## config.mk

```make
export PLATFORM = sky130hd
export DESIGN_NAME = bresenham_gradient_line_flat
export DESIGN_NICKNAME = d
export VERILOG_FILES = /design/src/hw/rtl/bgl_pkg.sv /design/src/hw/rtl/bgl_if.sv /design/src/hw/rtl/bgl_front.sv /design/src/hw/rtl/bgl_queue.sv /design/src/hw/rtl/bgl_div.sv /design/src/hw/rtl/bgl_back.sv /design/src/hw/rtl/bresenham_gradient_line.sv /design/src/flat_wrapper.sv
export SDC_FILE = /design/constraint.sdc
export NUM_CORES = 1
export LEC_CHECK = 0
export ABC_AREA = 1
export BUFFER_PORTS_ARGS = -buffer_cell sky130_fd_sc_hd__buf_4
export CAP_MARGIN = 5
export CORE_ASPECT_RATIO = 0.5
export CORE_MARGIN = 8
export CORE_UTILIZATION = 48
export CTS_CLUSTER_DIAMETER = 40
export DETAILED_ROUTE_END_ITERATION = 16
export GPL_ROUTABILITY_DRIVEN = 0
export PLACE_DENSITY = 0.76
export REMOVE_ABC_BUFFERS = 1
export SLEW_MARGIN = 20
export SYNTH_ARGS = -nofsm -noshare
export SYNTH_HDL_FRONTEND = slang
export SYNTH_SLANG_ARGS = --single-unit
```

## constraint.sdc

```tcl
create_clock -name clk -period 7.8 [get_ports clk]
set_input_delay 0.78 -clock clk [delete_from_list [all_inputs] [get_ports clk]]
set_output_delay 0.78 -clock clk [all_outputs]
set_load 0.05 [all_outputs]
```

## src/hw/rtl/bgl_pkg.sv

```systemverilog
`default_nettype none

package bgl_pkg;

  // Command codes of an input word
  typedef enum logic {
    CMD_START = 1'b0,
    CMD_STEP  = 1'b1
  } cmd_t;

endpackage

`default_nettype wire

```

## src/hw/rtl/bgl_if.sv

```systemverilog
`default_nettype none

interface bgl_in_if #(
  parameter int COORD_BITS   = 12,
  parameter int CHANNEL_BITS = 8
);
  logic                    valid;
  logic                    ready;
  logic                    cmd;
  logic [COORD_BITS-1:0]   start_x;
  logic [COORD_BITS-1:0]   start_y;
  logic [COORD_BITS-1:0]   end_x;
  logic [COORD_BITS-1:0]   end_y;
  logic [CHANNEL_BITS-1:0] start_red;
  logic [CHANNEL_BITS-1:0] start_green;
  logic [CHANNEL_BITS-1:0] start_blue;
  logic [CHANNEL_BITS-1:0] end_red;
  logic [CHANNEL_BITS-1:0] end_green;
  logic [CHANNEL_BITS-1:0] end_blue;

  modport source (
    output valid, cmd, start_x, start_y, end_x, end_y,
           start_red, start_green, start_blue, end_red, end_green, end_blue,
    input  ready
  );
  modport sink (
    input  valid, cmd, start_x, start_y, end_x, end_y,
           start_red, start_green, start_blue, end_red, end_green, end_blue,
    output ready
  );
endinterface

interface bgl_out_if #(
  parameter int COORD_BITS   = 12,
  parameter int CHANNEL_BITS = 8
);
  logic                    valid;
  logic                    ready;
  logic                    pixel_valid;
  logic [COORD_BITS-1:0]   pixel_x;
  logic [COORD_BITS-1:0]   pixel_y;
  logic [CHANNEL_BITS-1:0] pixel_red;
  logic [CHANNEL_BITS-1:0] pixel_green;
  logic [CHANNEL_BITS-1:0] pixel_blue;
  logic                    last_pixel;

  modport source (
    output valid, pixel_valid, pixel_x, pixel_y, pixel_red, pixel_green,
           pixel_blue, last_pixel,
    input  ready
  );
  modport sink (
    input  valid, pixel_valid, pixel_x, pixel_y, pixel_red, pixel_green,
           pixel_blue, last_pixel,
    output ready
  );
endinterface

`default_nettype wire

```

## src/hw/rtl/bgl_front.sv

```systemverilog
`default_nettype none

module bgl_front #(
  parameter int COORD_BITS   = 12,
  parameter int CHANNEL_BITS = 8,
  parameter int WORD_BITS    = 7 + 4 * COORD_BITS + 6 * CHANNEL_BITS
) (
  input  wire logic                 clk,
  input  wire logic                 rst,
  bgl_in_if.sink                    in_ch,
  output logic                      word_valid,
  input  wire logic                 word_ready,
  output logic [WORD_BITS-1:0]      word
);

  localparam int CB = COORD_BITS;
  localparam int VB = CHANNEL_BITS;

  logic                 x_neg, y_neg, major_x;
  logic [CB-1:0]        dx_abs, dy_abs, n_len, minor_len;
  logic [2:0]           c_neg;
  logic [2:0][VB-1:0]   c_a, c_b, c_mag;
  logic                 is_start;

  assign in_ch.ready = !word_valid || word_ready;

  always_comb begin
    is_start  = (in_ch.cmd == bgl_pkg::CMD_START);
    x_neg     = in_ch.end_x < in_ch.start_x;
    y_neg     = in_ch.end_y < in_ch.start_y;
    dx_abs    = x_neg ? in_ch.start_x - in_ch.end_x : in_ch.end_x - in_ch.start_x;
    dy_abs    = y_neg ? in_ch.start_y - in_ch.end_y : in_ch.end_y - in_ch.start_y;
    major_x   = dy_abs <= dx_abs;
    n_len     = major_x ? dx_abs : dy_abs;
    minor_len = major_x ? dy_abs : dx_abs;
    c_a = {in_ch.start_red, in_ch.start_green, in_ch.start_blue};
    c_b = {in_ch.end_red, in_ch.end_green, in_ch.end_blue};
    for (int j = 0; j < 3; j++) begin
      c_neg[j] = c_b[j] < c_a[j];
      c_mag[j] = c_neg[j] ? c_a[j] - c_b[j] : c_b[j] - c_a[j];
    end
  end

  always_ff @(posedge clk) begin
    if (rst) begin
      word_valid <= 1'b0;
    end else if (in_ch.valid && in_ch.ready) begin
      word_valid <= 1'b1;
    end else if (word_ready) begin
      word_valid <= 1'b0;
    end
  end

  // Step words carry the geometry fields too (major_x cleared); only their command is used downstream
  always_ff @(posedge clk) begin
    if (in_ch.valid && in_ch.ready) begin
      word <= {in_ch.cmd, in_ch.start_x, in_ch.start_y, x_neg, y_neg,
               major_x && is_start, n_len, minor_len, c_a, c_neg, c_mag};
    end
  end

endmodule

`default_nettype wire

```

## src/hw/rtl/bgl_queue.sv

```systemverilog
`default_nettype none

module bgl_queue #(
  parameter int WORD_BITS = 103
) (
  input  wire logic                 clk,
  input  wire logic                 rst,
  input  wire logic                 in_valid,
  output logic                      in_ready,
  input  wire logic [WORD_BITS-1:0] in_word,
  output logic                      out_valid,
  input  wire logic                 out_ready,
  output logic [WORD_BITS-1:0]      out_word
);

  localparam int DEPTH = 2;

  logic [WORD_BITS-1:0] mem [DEPTH];
  logic                 wr_ptr, rd_ptr;
  logic [1:0]           count;
  logic                 push, pop;

  assign in_ready  = count != 2'(DEPTH);
  assign out_valid = count != 2'd0;
  assign out_word  = mem[rd_ptr];
  assign push      = in_valid && in_ready;
  assign pop       = out_valid && out_ready;

  always_ff @(posedge clk) begin
    if (rst) begin
      wr_ptr <= 1'b0;
      rd_ptr <= 1'b0;
      count  <= 2'd0;
    end else begin
      if (push) wr_ptr <= !wr_ptr;
      if (pop)  rd_ptr <= !rd_ptr;
      if (push && !pop) begin
        count <= count + 2'd1;
      end else if (pop && !push) begin
        count <= count - 2'd1;
      end
    end
  end

  always_ff @(posedge clk) begin
    if (push) mem[wr_ptr] <= in_word;
  end

endmodule

`default_nettype wire

```

## src/hw/rtl/bgl_div.sv

```systemverilog
`default_nettype none

module bgl_div #(
  parameter int COORD_BITS   = 12,
  parameter int CHANNEL_BITS = 8
) (
  input  wire logic                    clk,
  input  wire logic                    rst,
  input  wire logic                    start,
  input  wire logic [CHANNEL_BITS-1:0] dividend,
  input  wire logic [COORD_BITS-1:0]   divisor,
  output logic                         busy,
  output logic [CHANNEL_BITS-1:0]      quotient,
  output logic [COORD_BITS-1:0]        remainder
);

  localparam int CB = COORD_BITS;
  localparam int VB = CHANNEL_BITS;
  localparam int CW = (VB > 1) ? $clog2(VB) : 1;

  logic [CW-1:0] cnt;
  logic [VB-1:0] dv;
  logic [CB-1:0] rem;
  logic [CB:0]   shifted;
  logic [CB-1:0] dsr;
  logic          ge;

  assign quotient  = dv;
  assign remainder = rem;

  always_comb begin
    shifted = {rem, dv[VB-1]};
    ge      = shifted >= {1'b0, dsr};
  end

  always_ff @(posedge clk) begin
    if (rst) begin
      busy <= 1'b0;
    end else if (start) begin
      busy <= 1'b1;
    end else if (busy && cnt == '0) begin
      busy <= 1'b0;
    end
  end

  // One quotient bit a cycle while busy, restoring form; quotient bits shift into dv
  always_ff @(posedge clk) begin
    if (start) begin
      dv  <= dividend;
      rem <= '0;
      dsr <= divisor;
      cnt <= CW'(VB - 1);
    end else if (busy) begin
      rem <= ge ? CB'(shifted - {1'b0, dsr}) : shifted[CB-1:0];
      dv  <= (dv << 1) | VB'(ge);
      cnt <= cnt - CW'(1);
    end
  end

endmodule

`default_nettype wire

```

## src/hw/rtl/bgl_back.sv

```systemverilog
`default_nettype none

module bgl_back #(
  parameter int COORD_BITS   = 12,
  parameter int CHANNEL_BITS = 8,
  parameter int WORD_BITS    = 7 + 4 * COORD_BITS + 6 * CHANNEL_BITS
) (
  input  wire logic                 clk,
  input  wire logic                 rst,
  input  wire logic                 word_valid,
  output logic                      word_ready,
  input  wire logic [WORD_BITS-1:0] word,
  bgl_out_if.source                 out_ch
);

  localparam int CB = COORD_BITS;
  localparam int VB = CHANNEL_BITS;
  localparam int EW = CB + 3;

  typedef enum logic [2:0] {
    ST_IDLE = 3'b001,
    ST_DIV  = 3'b010,
    ST_RUN  = 3'b100
  } state_t;

  state_t state, state_next;

  // Unpacked command word
  logic               w_cmd, w_xneg, w_yneg, w_majx;
  logic [CB-1:0]      w_ax, w_ay, w_n, w_minor;
  logic [2:0][VB-1:0] w_base, w_mag;
  logic [2:0]         w_dneg;

  // Line state
  logic [CB-1:0]      cur_x, cur_y, n_len, minor_len, steps_left;
  logic signed [EW-1:0] err;
  logic               major_x, x_neg, y_neg;
  logic [2:0][VB-1:0] base, qacc;
  logic [2:0][CB-1:0] racc;
  logic [2:0]         dneg;

  // Divider lanes
  logic [2:0]         dv_busy;
  logic [2:0][VB-1:0] dv_quo;
  logic [2:0][CB-1:0] dv_rem;
  logic               dv_start;

  // Next-step values
  logic               err_pos, mv_x, mv_y, take, is_start, last_step;
  logic signed [EW-1:0] err_next, err_init;
  logic [CB-1:0]      x_next, y_next, steps_left_next;
  logic [2:0][VB-1:0] qacc_next, color_next;
  logic [2:0][CB-1:0] racc_next;
  logic [CB:0]        rsum;
  logic               wrap;

  assign {w_cmd, w_ax, w_ay, w_xneg, w_yneg, w_majx, w_n, w_minor,
          w_base, w_dneg, w_mag} = word;

  assign word_ready = (state != ST_DIV) && (!out_ch.valid || out_ch.ready);
  assign take       = word_valid && word_ready;
  assign is_start   = (w_cmd == bgl_pkg::CMD_START);
  assign dv_start   = take && is_start && (w_n != '0);

  for (genvar j = 0; j < 3; j++) begin : g_lane
    bgl_div #(
      .COORD_BITS   (CB),
      .CHANNEL_BITS (VB)
    ) u_div (
      .clk       (clk),
      .rst       (rst),
      .start     (dv_start),
      .dividend  (w_mag[j]),
      .divisor   (w_n),
      .busy      (dv_busy[j]),
      .quotient  (dv_quo[j]),
      .remainder (dv_rem[j])
    );
  end

  always_comb begin
    rsum = '0;
    wrap = 1'b0;
    err_pos  = !err[EW-1] && (err != '0);
    err_next = err_pos ? err + ((EW'(minor_len) - EW'(n_len)) <<< 1)
                       : err + (EW'(minor_len) <<< 1);
    err_init = (EW'(w_minor) <<< 1) - EW'(w_n);
    mv_x     = major_x || err_pos;
    mv_y     = !major_x || err_pos;
    x_next   = mv_x ? cur_x + (x_neg ? {CB{1'b1}} : CB'(1)) : cur_x;
    y_next   = mv_y ? cur_y + (y_neg ? {CB{1'b1}} : CB'(1)) : cur_y;
    steps_left_next = steps_left - CB'(1);
    last_step = steps_left_next == '0;
    // Quotient and remainder of |delta| * k / n, advanced by |delta| / n per step
    for (int j = 0; j < 3; j++) begin
      rsum = {1'b0, racc[j]} + {1'b0, dv_rem[j]};
      wrap = rsum >= {1'b0, n_len};
      racc_next[j]  = wrap ? CB'(rsum - {1'b0, n_len}) : rsum[CB-1:0];
      qacc_next[j]  = qacc[j] + dv_quo[j] + VB'(wrap);
      color_next[j] = dneg[j] ? base[j] - qacc_next[j] : base[j] + qacc_next[j];
    end
  end

  always_comb begin
    state_next = state;
    case (state)
      ST_IDLE: begin
        if (take && is_start && w_n != '0) state_next = ST_DIV;
      end
      ST_DIV: begin
        if (dv_busy == '0) state_next = ST_RUN;
      end
      ST_RUN: begin
        if (take && is_start) begin
          state_next = (w_n != '0) ? ST_DIV : ST_IDLE;
        end else if (take && last_step) begin
          state_next = ST_IDLE;
        end
      end
      default: state_next = ST_IDLE;
    endcase
  end

  always_ff @(posedge clk) begin
    if (rst) begin
      state        <= ST_IDLE;
      out_ch.valid <= 1'b0;
    end else begin
      state <= state_next;
      if (take) begin
        out_ch.valid <= 1'b1;
      end else if (out_ch.ready) begin
        out_ch.valid <= 1'b0;
      end
    end
  end

  always_ff @(posedge clk) begin
    if (take && is_start) begin
      cur_x      <= w_ax;
      cur_y      <= w_ay;
      err        <= err_init;
      n_len      <= w_n;
      minor_len  <= w_minor;
      steps_left <= w_n;
      major_x    <= w_majx;
      x_neg      <= w_xneg;
      y_neg      <= w_yneg;
      base       <= w_base;
      dneg       <= w_dneg;
      qacc       <= '0;
      racc       <= '0;
      out_ch.pixel_valid <= 1'b1;
      out_ch.pixel_x     <= w_ax;
      out_ch.pixel_y     <= w_ay;
      out_ch.pixel_red   <= w_base[2];
      out_ch.pixel_green <= w_base[1];
      out_ch.pixel_blue  <= w_base[0];
      out_ch.last_pixel  <= w_n == '0;
    end else if (take && state == ST_RUN) begin
      cur_x      <= x_next;
      cur_y      <= y_next;
      err        <= err_next;
      steps_left <= steps_left_next;
      qacc       <= qacc_next;
      racc       <= racc_next;
      out_ch.pixel_valid <= 1'b1;
      out_ch.pixel_x     <= x_next;
      out_ch.pixel_y     <= y_next;
      out_ch.pixel_red   <= color_next[2];
      out_ch.pixel_green <= color_next[1];
      out_ch.pixel_blue  <= color_next[0];
      out_ch.last_pixel  <= last_step;
    end else if (take) begin
      // Step with no line in progress: empty word
      out_ch.pixel_valid <= 1'b0;
      out_ch.pixel_x     <= '0;
      out_ch.pixel_y     <= '0;
      out_ch.pixel_red   <= '0;
      out_ch.pixel_green <= '0;
      out_ch.pixel_blue  <= '0;
      out_ch.last_pixel  <= 1'b0;
    end
  end

endmodule

`default_nettype wire

```

## src/hw/rtl/bresenham_gradient_line.sv

```systemverilog
`default_nettype none

// Channel   Dir  Word
// in_ch     in   cmd, endpoints, endpoint colors
// out_ch    out  pixel_valid, pixel x/y, interpolated color, last_pixel
//
// A start word for a line of nonzero length holds the stepping engine while
// three bit-serial dividers form |delta| / n; its first pixel leaves at once.
// Step words are then taken in turn, one pixel word each, while the output
// does not stall. Decode, queue and engine each register a word on its way.
// Synchronous reset clears control state only; no clearing pass is needed.
// A two-word queue between decode and the engine absorbs output stalls.

module bresenham_gradient_line #(
  parameter int COORD_BITS   = 12,
  parameter int CHANNEL_BITS = 8
) (
  input  wire logic clk,
  input  wire logic rst,
  bgl_in_if.sink    in_ch,
  bgl_out_if.source out_ch
);

  localparam int WORD_BITS = 7 + 4 * COORD_BITS + 6 * CHANNEL_BITS;

  logic                 f_valid, f_ready, q_valid, q_ready;
  logic [WORD_BITS-1:0] f_word, q_word;

  bgl_front #(
    .COORD_BITS   (COORD_BITS),
    .CHANNEL_BITS (CHANNEL_BITS),
    .WORD_BITS    (WORD_BITS)
  ) u_front (
    .clk        (clk),
    .rst        (rst),
    .in_ch      (in_ch),
    .word_valid (f_valid),
    .word_ready (f_ready),
    .word       (f_word)
  );

  bgl_queue #(
    .WORD_BITS (WORD_BITS)
  ) u_queue (
    .clk       (clk),
    .rst       (rst),
    .in_valid  (f_valid),
    .in_ready  (f_ready),
    .in_word   (f_word),
    .out_valid (q_valid),
    .out_ready (q_ready),
    .out_word  (q_word)
  );

  bgl_back #(
    .COORD_BITS   (COORD_BITS),
    .CHANNEL_BITS (CHANNEL_BITS),
    .WORD_BITS    (WORD_BITS)
  ) u_back (
    .clk        (clk),
    .rst        (rst),
    .word_valid (q_valid),
    .word_ready (q_ready),
    .word       (q_word),
    .out_ch     (out_ch)
  );

endmodule

`default_nettype wire
```

## src/flat_wrapper.sv

```systemverilog
// flat-port wrapper written by rule: the top's interface ports become plain ports
module bresenham_gradient_line_flat 
#(
  parameter int COORD_BITS   = 12,
  parameter int CHANNEL_BITS = 8
)
  (clk, rst, in_ch_valid, in_ch_cmd, in_ch_start_x, in_ch_start_y, in_ch_end_x, in_ch_end_y, in_ch_start_red, in_ch_start_green, in_ch_start_blue, in_ch_end_red, in_ch_end_green, in_ch_end_blue, in_ch_ready, out_ch_valid, out_ch_pixel_valid, out_ch_pixel_x, out_ch_pixel_y, out_ch_pixel_red, out_ch_pixel_green, out_ch_pixel_blue, out_ch_last_pixel, out_ch_ready);
  bgl_in_if #(.COORD_BITS(COORD_BITS), .CHANNEL_BITS(CHANNEL_BITS)) in_ch_i ();
  bgl_out_if #(.COORD_BITS(COORD_BITS), .CHANNEL_BITS(CHANNEL_BITS)) out_ch_i ();
  input  wire logic clk;
  input  wire logic rst;
  input wire logic [$bits(in_ch_i.valid)-1:0] in_ch_valid;
  input wire logic [$bits(in_ch_i.cmd)-1:0] in_ch_cmd;
  input wire logic [$bits(in_ch_i.start_x)-1:0] in_ch_start_x;
  input wire logic [$bits(in_ch_i.start_y)-1:0] in_ch_start_y;
  input wire logic [$bits(in_ch_i.end_x)-1:0] in_ch_end_x;
  input wire logic [$bits(in_ch_i.end_y)-1:0] in_ch_end_y;
  input wire logic [$bits(in_ch_i.start_red)-1:0] in_ch_start_red;
  input wire logic [$bits(in_ch_i.start_green)-1:0] in_ch_start_green;
  input wire logic [$bits(in_ch_i.start_blue)-1:0] in_ch_start_blue;
  input wire logic [$bits(in_ch_i.end_red)-1:0] in_ch_end_red;
  input wire logic [$bits(in_ch_i.end_green)-1:0] in_ch_end_green;
  input wire logic [$bits(in_ch_i.end_blue)-1:0] in_ch_end_blue;
  output wire logic [$bits(in_ch_i.ready)-1:0] in_ch_ready;
  output wire logic [$bits(out_ch_i.valid)-1:0] out_ch_valid;
  output wire logic [$bits(out_ch_i.pixel_valid)-1:0] out_ch_pixel_valid;
  output wire logic [$bits(out_ch_i.pixel_x)-1:0] out_ch_pixel_x;
  output wire logic [$bits(out_ch_i.pixel_y)-1:0] out_ch_pixel_y;
  output wire logic [$bits(out_ch_i.pixel_red)-1:0] out_ch_pixel_red;
  output wire logic [$bits(out_ch_i.pixel_green)-1:0] out_ch_pixel_green;
  output wire logic [$bits(out_ch_i.pixel_blue)-1:0] out_ch_pixel_blue;
  output wire logic [$bits(out_ch_i.last_pixel)-1:0] out_ch_last_pixel;
  input wire logic [$bits(out_ch_i.ready)-1:0] out_ch_ready;
  assign in_ch_i.valid = in_ch_valid;
  assign in_ch_i.cmd = in_ch_cmd;
  assign in_ch_i.start_x = in_ch_start_x;
  assign in_ch_i.start_y = in_ch_start_y;
  assign in_ch_i.end_x = in_ch_end_x;
  assign in_ch_i.end_y = in_ch_end_y;
  assign in_ch_i.start_red = in_ch_start_red;
  assign in_ch_i.start_green = in_ch_start_green;
  assign in_ch_i.start_blue = in_ch_start_blue;
  assign in_ch_i.end_red = in_ch_end_red;
  assign in_ch_i.end_green = in_ch_end_green;
  assign in_ch_i.end_blue = in_ch_end_blue;
  assign in_ch_ready = in_ch_i.ready;
  assign out_ch_valid = out_ch_i.valid;
  assign out_ch_pixel_valid = out_ch_i.pixel_valid;
  assign out_ch_pixel_x = out_ch_i.pixel_x;
  assign out_ch_pixel_y = out_ch_i.pixel_y;
  assign out_ch_pixel_red = out_ch_i.pixel_red;
  assign out_ch_pixel_green = out_ch_i.pixel_green;
  assign out_ch_pixel_blue = out_ch_i.pixel_blue;
  assign out_ch_last_pixel = out_ch_i.last_pixel;
  assign out_ch_i.ready = out_ch_ready;
  bresenham_gradient_line #(.COORD_BITS(COORD_BITS), .CHANNEL_BITS(CHANNEL_BITS)) u_core (.clk(clk), .rst(rst), .in_ch(in_ch_i), .out_ch(out_ch_i));
endmodule
```

==> flow_metrics.py, run 1 <==
metrics = {
    "setup_path": {
        "worstPathArrival_ns": 7.37,
        "critPathMostFrequentCell": "inv_1",
        "startpoint_type": "flop",
        "end_kind": "flop",
        "crit_family": "adder cells",
        "ff2ff_setup_slack_ns": 0.82,
        "cp-startpoint": "u_core.u_back.g_lane[0].u_div.remainder[0]$_SDFFE_PP0P_",
        "path_depth": 36,
        "r2r-start": "u_core.u_back.g_lane[0].u_div.remainder[0]$_SDFFE_PP0P_",
        "worst-setup-path-type": "reg2reg",
        "cp_slowest_cell": "o21ai_0",
        "critical_path_buf_inv_count": 8,
        "slowest_delay_ns": 0.50,
        "crit_required_ns": 8.19,
        "reg2reg_depth": 36,
        "critPathMaxFanout": 13,
        "r2r_end": "u_core.u_back.out_ch.pixel_blue[7]$_DFFE_PP_",
        "crit_end": "u_core.u_back.out_ch.pixel_blue[7]$_DFFE_PP_",
    },
    "cells_and_area": {
        "syn_to_final_growth_pct": 12.06,
        "final_core_util_pct": 54.06,
        "nets": 5015,
        "num-fill-cells": 6767,
        "antennaDiodeCount": 0,
        "drive_above_1_share_pct": 7.501,
        "final_cell_area_sq_mm": 0.04271,
        "multi_input_area_sq_mm": 0.01811,
        "regArea_sq_mm": 0.01737,
    },
    "worst_hold_path": {
        "hold_class": "in2reg",
    },
    "timing": {
        "final.period_utilization_pct": 89.50,
        "skew_ns": 0.03623,
        "hold_viol": 0,
        "fmax_mhz": 143.2,
        "relSlewSlack_pct": 30.68,
        "rsz0062_at_grt": "false",
        "tns_ns": 0,
        "setup_slack_ns": 0.8188,
        "maxSlewViolCount": 0,
        "period_minus_slack_ns": 6.981,
        "setup_violations": 0,
        "worstMarginPinSlew_ns": 1.040,
    },
    "floorplanning": {
        "die_h_microns": 215.3,
        "coreArea_sq_mm": 0.07901,
        "die_w_microns": 414.5,
        "die-area_sq_mm": 0.08923,
        "ios": 153,
        "rows": 73,
        "initial_core_util_pct": 48.24,
    },
    "global_route": {
        "overflow": 0,
        "grtUsageTotal_pct": 20.09,
        "grt_pass1_vias": 29680,
        "grt_max_degree": 75,
        "antenna_found_initial": 0,
        "grt_pass1_wl_mm": 149.7,
    },
    "placed_design": {
        "dp_slack_ns": 0.9399,
        "portBuffers": 152,
        "placed_cell_area_sq_mm": 0.04017,
        "place_hpwl_mm": 67.09,
    },
    "clock_tree": {
        "postCtsSetupBuffers": 0,
        "clockRootBuffer": "clkbuf_16",
        "clock_sinks": 618,
        "cts_tree": "yes",
        "cts_resized": 0,
        "htreeDepth": 3,
        "clkTransAtPathRegs_ns": 0.06,
        "ctsHoldBuffers": 0,
        "numCtsBuffers": 76,
        "clk_latency_ns": 0.63,
        "clk_path_buf_depth": 3,
    },
    "yosys": {
        "synth_warnings": 0,
        "synth_largest_area_cell": "edfxtp_1",
        "yosys-top-cells-area": "edfxtp_1 39%, nand2_1 13%, ha_1 10%",
        "seq_area_frac_synth_pct": 45.56,
        "synthFlopType": "edfxtp_1",
        "synthDistinctLibCells": 52,
        "synth.avg_cell_area_sq_um": 8.600,
        "synth_commonest_cells": "1290 x nand2_1, 554 x inv_1, 499 x edfxtp_1",
        "yosys.area.top_type_share_pct": 39.31,
        "synthArstFlopShare_pct": 0,
        "syn_area_sq_mm": 0.03812,
        "synth.most_common_cell": "nand2_1",
        "syn_inst": 4432,
        "synth_edf_count": 499,
        "ys_ff_latch": 618,
    },
    "detailed_routing": {
        "ant_nets": 0,
        "vias_per_cell": 5.428,
        "wl_mm": 93.42,
        "route.detailed.drc": 0,
        "drt_iter0_drc": 2881,
        "vias": 30810,
        "firstDrtPassIters": 6,
        "wire_per_inst_microns": 16.46,
    },
    "pwr": {
        "power.leakage_nw": 19.86,
        "power_density_mw_per_mm2": 429.2,
        "ir_worst_vdd_mv": 0.2133,
    },
    "run_status": {
        "status": "completed",
    },
    "flow_run": {
        "cap_viol_max_count": 0,
    },
}
## placed cells by master (no fill, tap or decap), types with 21 or more instances in the layout
cell       instances
a31oi_1           49
clkbuf_16         78
edfxtp_1         499
fa_1              33
nand4_1           35
o21bai_1          21
o211ai_1          44
nand3b_1          23
a21oi_1          237
xor2_1           131
or2_2             22
o21ai_0          215
buf_4            167
dfxtp_1          118
nor2_1           224
ha_1             318
xnor2_1           61
nand3_1          268
nor3_1            28
o21ai_1           26
inv_1            550
nand2_1         1290
## layer usage
metal	part of all wire, %	global-route usage [%]	routed length (microns)
met5	0	0	0
met4	2.8	6.279	2662
met3	7.6	3.215	7118
met2	46	33.45	42790
met1	44	26.92	40850
## flip-flops by register name, summed over array words and instances, names as in the netlist, 15 cells and up, named ones only
name                                  cells
u_core.u_back.base                       24
u_core.u_back.err                        15
u_core.u_back.g_lane.u_div.quotient      24
u_core.u_back.g_lane.u_div.remainder     36
u_core.u_back.qacc                       24
u_core.u_back.racc                       36
u_core.u_front.word                     103
u_core.u_queue.mem                      206
## logic make-up after synthesis
group / Yosys count / synth area share, %
mux: 1 / 0.02626
simple gates: 1921 / 20.76
flops: 618 / 45.56
fa+ha+maj: 351 / 12.17
buf+inv: 673 / 6.989
compound gates: 676 / 10.08
xor+xnor: 192 / 4.412
## worst min path at each step
stage                                       startpoint                              endpoint  slack (ns)  cells after the start
finish                               in_ch_start_x[11]    u_core.u_front.word[101]$_DFFE_PP_        0.34                      1
global route                         in_ch_start_x[11]    u_core.u_front.word[101]$_DFFE_PP_        0.32                      1
CTS                                  in_ch_start_x[11]    u_core.u_front.word[101]$_DFFE_PP_        0.31                      1
detailed placement  u_core.u_front.word[101]$_DFFE_PP_  u_core.u_queue.mem[1][101]$_DFFE_PP_        0.43                      0
global placement     u_core.u_front.word[97]$_DFFE_PP_   u_core.u_queue.mem[0][97]$_DFFE_PP_        0.42                      0
floorplan             u_core.u_front.word[0]$_DFFE_PP_    u_core.u_queue.mem[0][0]$_DFFE_PP_        0.42                      0
## per-stage QoR
stage | std cells | hold slack, ns | total power [mW]
floorplan | 4317 | 0.4215 | 12.22
global placement | 5534 | 0.4229 | 14.32
detailed placement | 5535 | 0.4298 | 14.66
CTS | 5676 | 0.3070 | 18.25
global route | 5676 | 0.3174 | 19.72
finish | 5676 | 0.3374 | 18.33
## final cells by class
class / count / share of cell area, %
Clock inverter: 56 / 1.306
Clock buffer: 85 / 4.655
Sequential cell: 618 / 40.67
Tap cell: 1050 / 3.076
Multi-Input combinational cell: 3141 / 42.41
Inverter: 558 / 4.909
Timing Repair Buffer: 168 / 2.982
## where the power goes
group / internal (mW) / switching (mW) / leakage, nW / total [mW]
sequential: 4.86 / 0.571 / 5.66 / 5.43
clock: 1.96 / 1.56 / 1.23 / 3.51
combinational: 3.11 / 6.28 / 13.0 / 9.39
total: 9.93 / 8.40 / 19.9 / 18.3
## worst reg2reg max path, delay by kind of cell (launching register included)
| kind | cells | cell delay (ns) |
|---|---|---|
| flops | 1 | 0.41 |
| simple gates | 10 | 1.14 |
| fa+ha+maj | 6 | 2.00 |
| xor+xnor | 2 | 0.42 |
| buf+inv | 8 | 0.81 |
| compound gates | 10 | 1.92 |
No activity file was read; power rests on OpenSTA's default activity.
==> run 2, diff against run 1 <==
--- a/config.mk
+++ b/config.mk
@@ -6,15 +6,15 @@
 export NUM_CORES = 1
 export LEC_CHECK = 0
 export ABC_AREA = 1
-export BUFFER_PORTS_ARGS = -buffer_cell sky130_fd_sc_hd__buf_4
 export CAP_MARGIN = 5
 export CORE_ASPECT_RATIO = 0.5
 export CORE_MARGIN = 8
 export CORE_UTILIZATION = 48
 export CTS_CLUSTER_DIAMETER = 40
 export DETAILED_ROUTE_END_ITERATION = 16
+export DONT_BUFFER_PORTS = 1
 export GPL_ROUTABILITY_DRIVEN = 0
-export PLACE_DENSITY = 0.76
+export PLACE_DENSITY = 0.74
 export REMOVE_ABC_BUFFERS = 1
 export SLEW_MARGIN = 20
 export SYNTH_ARGS = -nofsm -noshare
==> run 2 against run 1 <==
Compared with the run above: maximum frequency increased by 1.4%; sequential share of layout area increased by 0.94 points; sequential power increased by 9.2%; register-to-register slack improved by 0.099 ns; global-route usage decreased by 0.30 points; wire length decreased by 1.4%; worst setup slack improved by 0.099 ns; clock-buffer cell count increased by 4; final area decreased by 2.2%; critical endpoint unchanged; largest cell class unchanged; largest power group unchanged.
==> flow_metrics.py, run 2 (synthesis results as in run 1) <==
metrics = {
    "clock_tree": {
        "clock_sinks": 618,
        "ctsHoldBuffers": 0,
        "numCtsBuffers": 78,
        "htreeDepth": 3,
        "postCtsSetupBuffers": 0,
        "clk_path_buf_depth": 3,
        "cts_tree": "yes",
        "cts_resized": 0,
        "clk_latency_ns": 0.63,
        "clkTransAtPathRegs_ns": 0.06,
        "clockRootBuffer": "clkbuf_16",
    },
    "detailed_routing": {
        "wl_mm": 92.15,
        "drt_iter0_drc": 2750,
        "route.detailed.drc": 0,
        "firstDrtPassIters": 6,
        "wire_per_inst_microns": 16.66,
        "ant_nets": 0,
        "vias_per_cell": 5.466,
        "vias": 30230,
    },
    "floorplanning": {
        "die_w_microns": 414.5,
        "die-area_sq_mm": 0.08923,
        "die_h_microns": 215.3,
        "rows": 73,
        "coreArea_sq_mm": 0.07901,
        "initial_core_util_pct": 48.24,
        "ios": 153,
    },
    "cells_and_area": {
        "largest_reg_flops": 206,
        "antennaDiodeCount": 0,
        "largest_register": "u_core.u_queue.mem",
        "drive_above_1_share_pct": 4.464,
        "syn_to_final_growth_pct": 9.542,
        "final_common_cell": "nand2_1",
        "final_cells": 5530,
        "reg.largest.list": "u_core.u_queue.mem x206, u_core.u_front.word x103",
        "num-fill-cells": 6821,
        "nets": 4867,
        "most-common-layout-cells": "1290 x nand2_1, 550 x inv_1, 499 x edfxtp_1",
    },
    "global_route": {
        "overflow": 0,
        "grt_pass1_wl_mm": 146.6,
        "grt_max_degree": 77,
        "met3_usage_pct": 3.516,
        "grt_pass1_vias": 28780,
        "grt_use_met1_pct": 26.46,
        "antenna_found_initial": 0,
        "grt.busiest_layer": "met2",
        "grtUsageTotal_pct": 19.79,
        "grt_use_met2_pct": 32.65,
    },
    "timing": {
        "final.period_utilization_pct": 88.23,
        "relSlewSlack_pct": 28.52,
        "fmax_mhz": 145.3,
        "hold_viol": 0,
        "maxSlewViolCount": 0,
        "worstMarginPinSlew_ns": 1.072,
        "setup_slack_ns": 0.9179,
        "period_minus_slack_ns": 6.882,
        "hold_slack_ns": 0.2139,
        "tns_ns": 0,
        "setup_violations": 0,
        "skew_ns": 0.02060,
        "rsz0062_at_grt": "false",
    },
    "setup_path": {
        "end_kind": "flop",
        "crit_required_ns": 8.18,
        "crit_family": "adder cells",
        "reg2reg_depth": 36,
        "r2r-start": "u_core.u_back.g_lane[0].u_div.remainder[0]$_SDFFE_PP0P_",
        "critPathMaxFanout": 13,
        "critPathMostFrequentCell": "inv_1",
        "r2r_end": "u_core.u_back.out_ch.pixel_blue[7]$_DFFE_PP_",
        "startpoint_type": "flop",
        "cp_slowest_cell": "fa_1",
        "path_depth": 36,
        "critical_path_buf_inv_count": 8,
        "worstPathArrival_ns": 7.26,
        "ff2ff_setup_slack_ns": 0.92,
        "worst-setup-path-type": "reg2reg",
        "cp-startpoint": "u_core.u_back.g_lane[0].u_div.remainder[0]$_SDFFE_PP0P_",
        "slowest_delay_ns": 0.48,
        "crit_end": "u_core.u_back.out_ch.pixel_blue[7]$_DFFE_PP_",
    },
    "worst_hold_path": {
        "worstHoldStart": "rst",
        "hold_class": "in2reg",
    },
    "pwr": {
        "p_comb_share_pct": 47.2,
        "power.switching_mw": 8.322,
        "clockPowerShare_pct": 20.3,
        "power_density_mw_per_mm2": 437.9,
        "p_sw_share_pct": 45.52,
        "p_int_mw": 9.961,
        "finalPower_mw": 18.28,
        "ir_worst_vdd_mv": 0.3589,
        "power.leakage_nw": 19.20,
        "seqPwrFrac_pct": 32.5,
    },
    "placed_design": {
        "place_inst": 5385,
        "portBuffers": 0,
        "dp_slack_ns": 1.067,
        "place_hpwl_mm": 66.58,
    },
    "run_status": {
        "status": "completed",
    },
    "flow_run": {
        "cap_viol_max_count": 0,
    },
}
==> run 2: area by class of cell <==
class	count	area (sq um)	share of cell area, %
multi-input cells	3141	18110	43.38
flip-flops and latches	618	17370	41.60
inverters	558	2098	5.025
clock buffers	89	2056	4.923
well taps	1050	1314	3.146
clock inverters	56	646.9	1.549
repair buffers	18	155.1	0.3716
==> run 2: per-layer routing <==
metal  wire length, microns  share of wire (%)
met5                      0                  0
met4                   2867                3.1
met3                   6894                7.5
met2                  41750                 45
met1                  40640                 44
==> run 2: worst min path at each step <==
stage / end / slack (ns) / cells past startpoint
after floorplan: u_core.u_queue.mem[0][0]$_DFFE_PP_ / 0.42 / 0
after global placement: u_core.u_queue.mem[0][82]$_DFFE_PP_ / 0.42 / 0
after detailed placement: u_core.u_queue.mem[1][99]$_DFFE_PP_ / 0.43 / 0
after CTS: u_core.u_front.word_valid$_SDFFE_PP0P_ / 0.18 / 1
after global routing: u_core.u_back.out_ch.valid$_SDFFE_PP0P_ / 0.18 / 1
final: u_core.u_front.word_valid$_SDFFE_PP0P_ / 0.21 / 1
==> run 2: through the flow <==
stage               util (%)  instance area (sq um)
finish                 52.85                  41750
global route           52.85                  41750
CTS                    52.85                  41750
detailed placement     49.43                  39050
global placement       49.39                  39020
floorplan                  -                  37550
==> run 2: power groups by stage <==
stage,Clock (mW),Combinational [mW],Sequential (mW)
2_1_floorplan,0,6.44,5.78
4_1_cts,3.77,8.53,5.93
3_5_place_dp,0,8.43,5.99
5_1_grt,3.90,9.73,6.01
6_report,3.71,8.63,5.93
3_3_place_gp,0,8.15,5.96
==> run 2: worst reg2reg max path: cells and delay by family, from the launching register on <==
family,cells,cell delay (ns)
AO/OA/AOI/OAI,10,1.90
XOR/XNOR,2,0.40
adder cells (fa/ha/maj),6,1.98
buffers and inverters,8,0.80
flip-flops,1,0.41
AND/OR/NAND/NOR,10,1.15
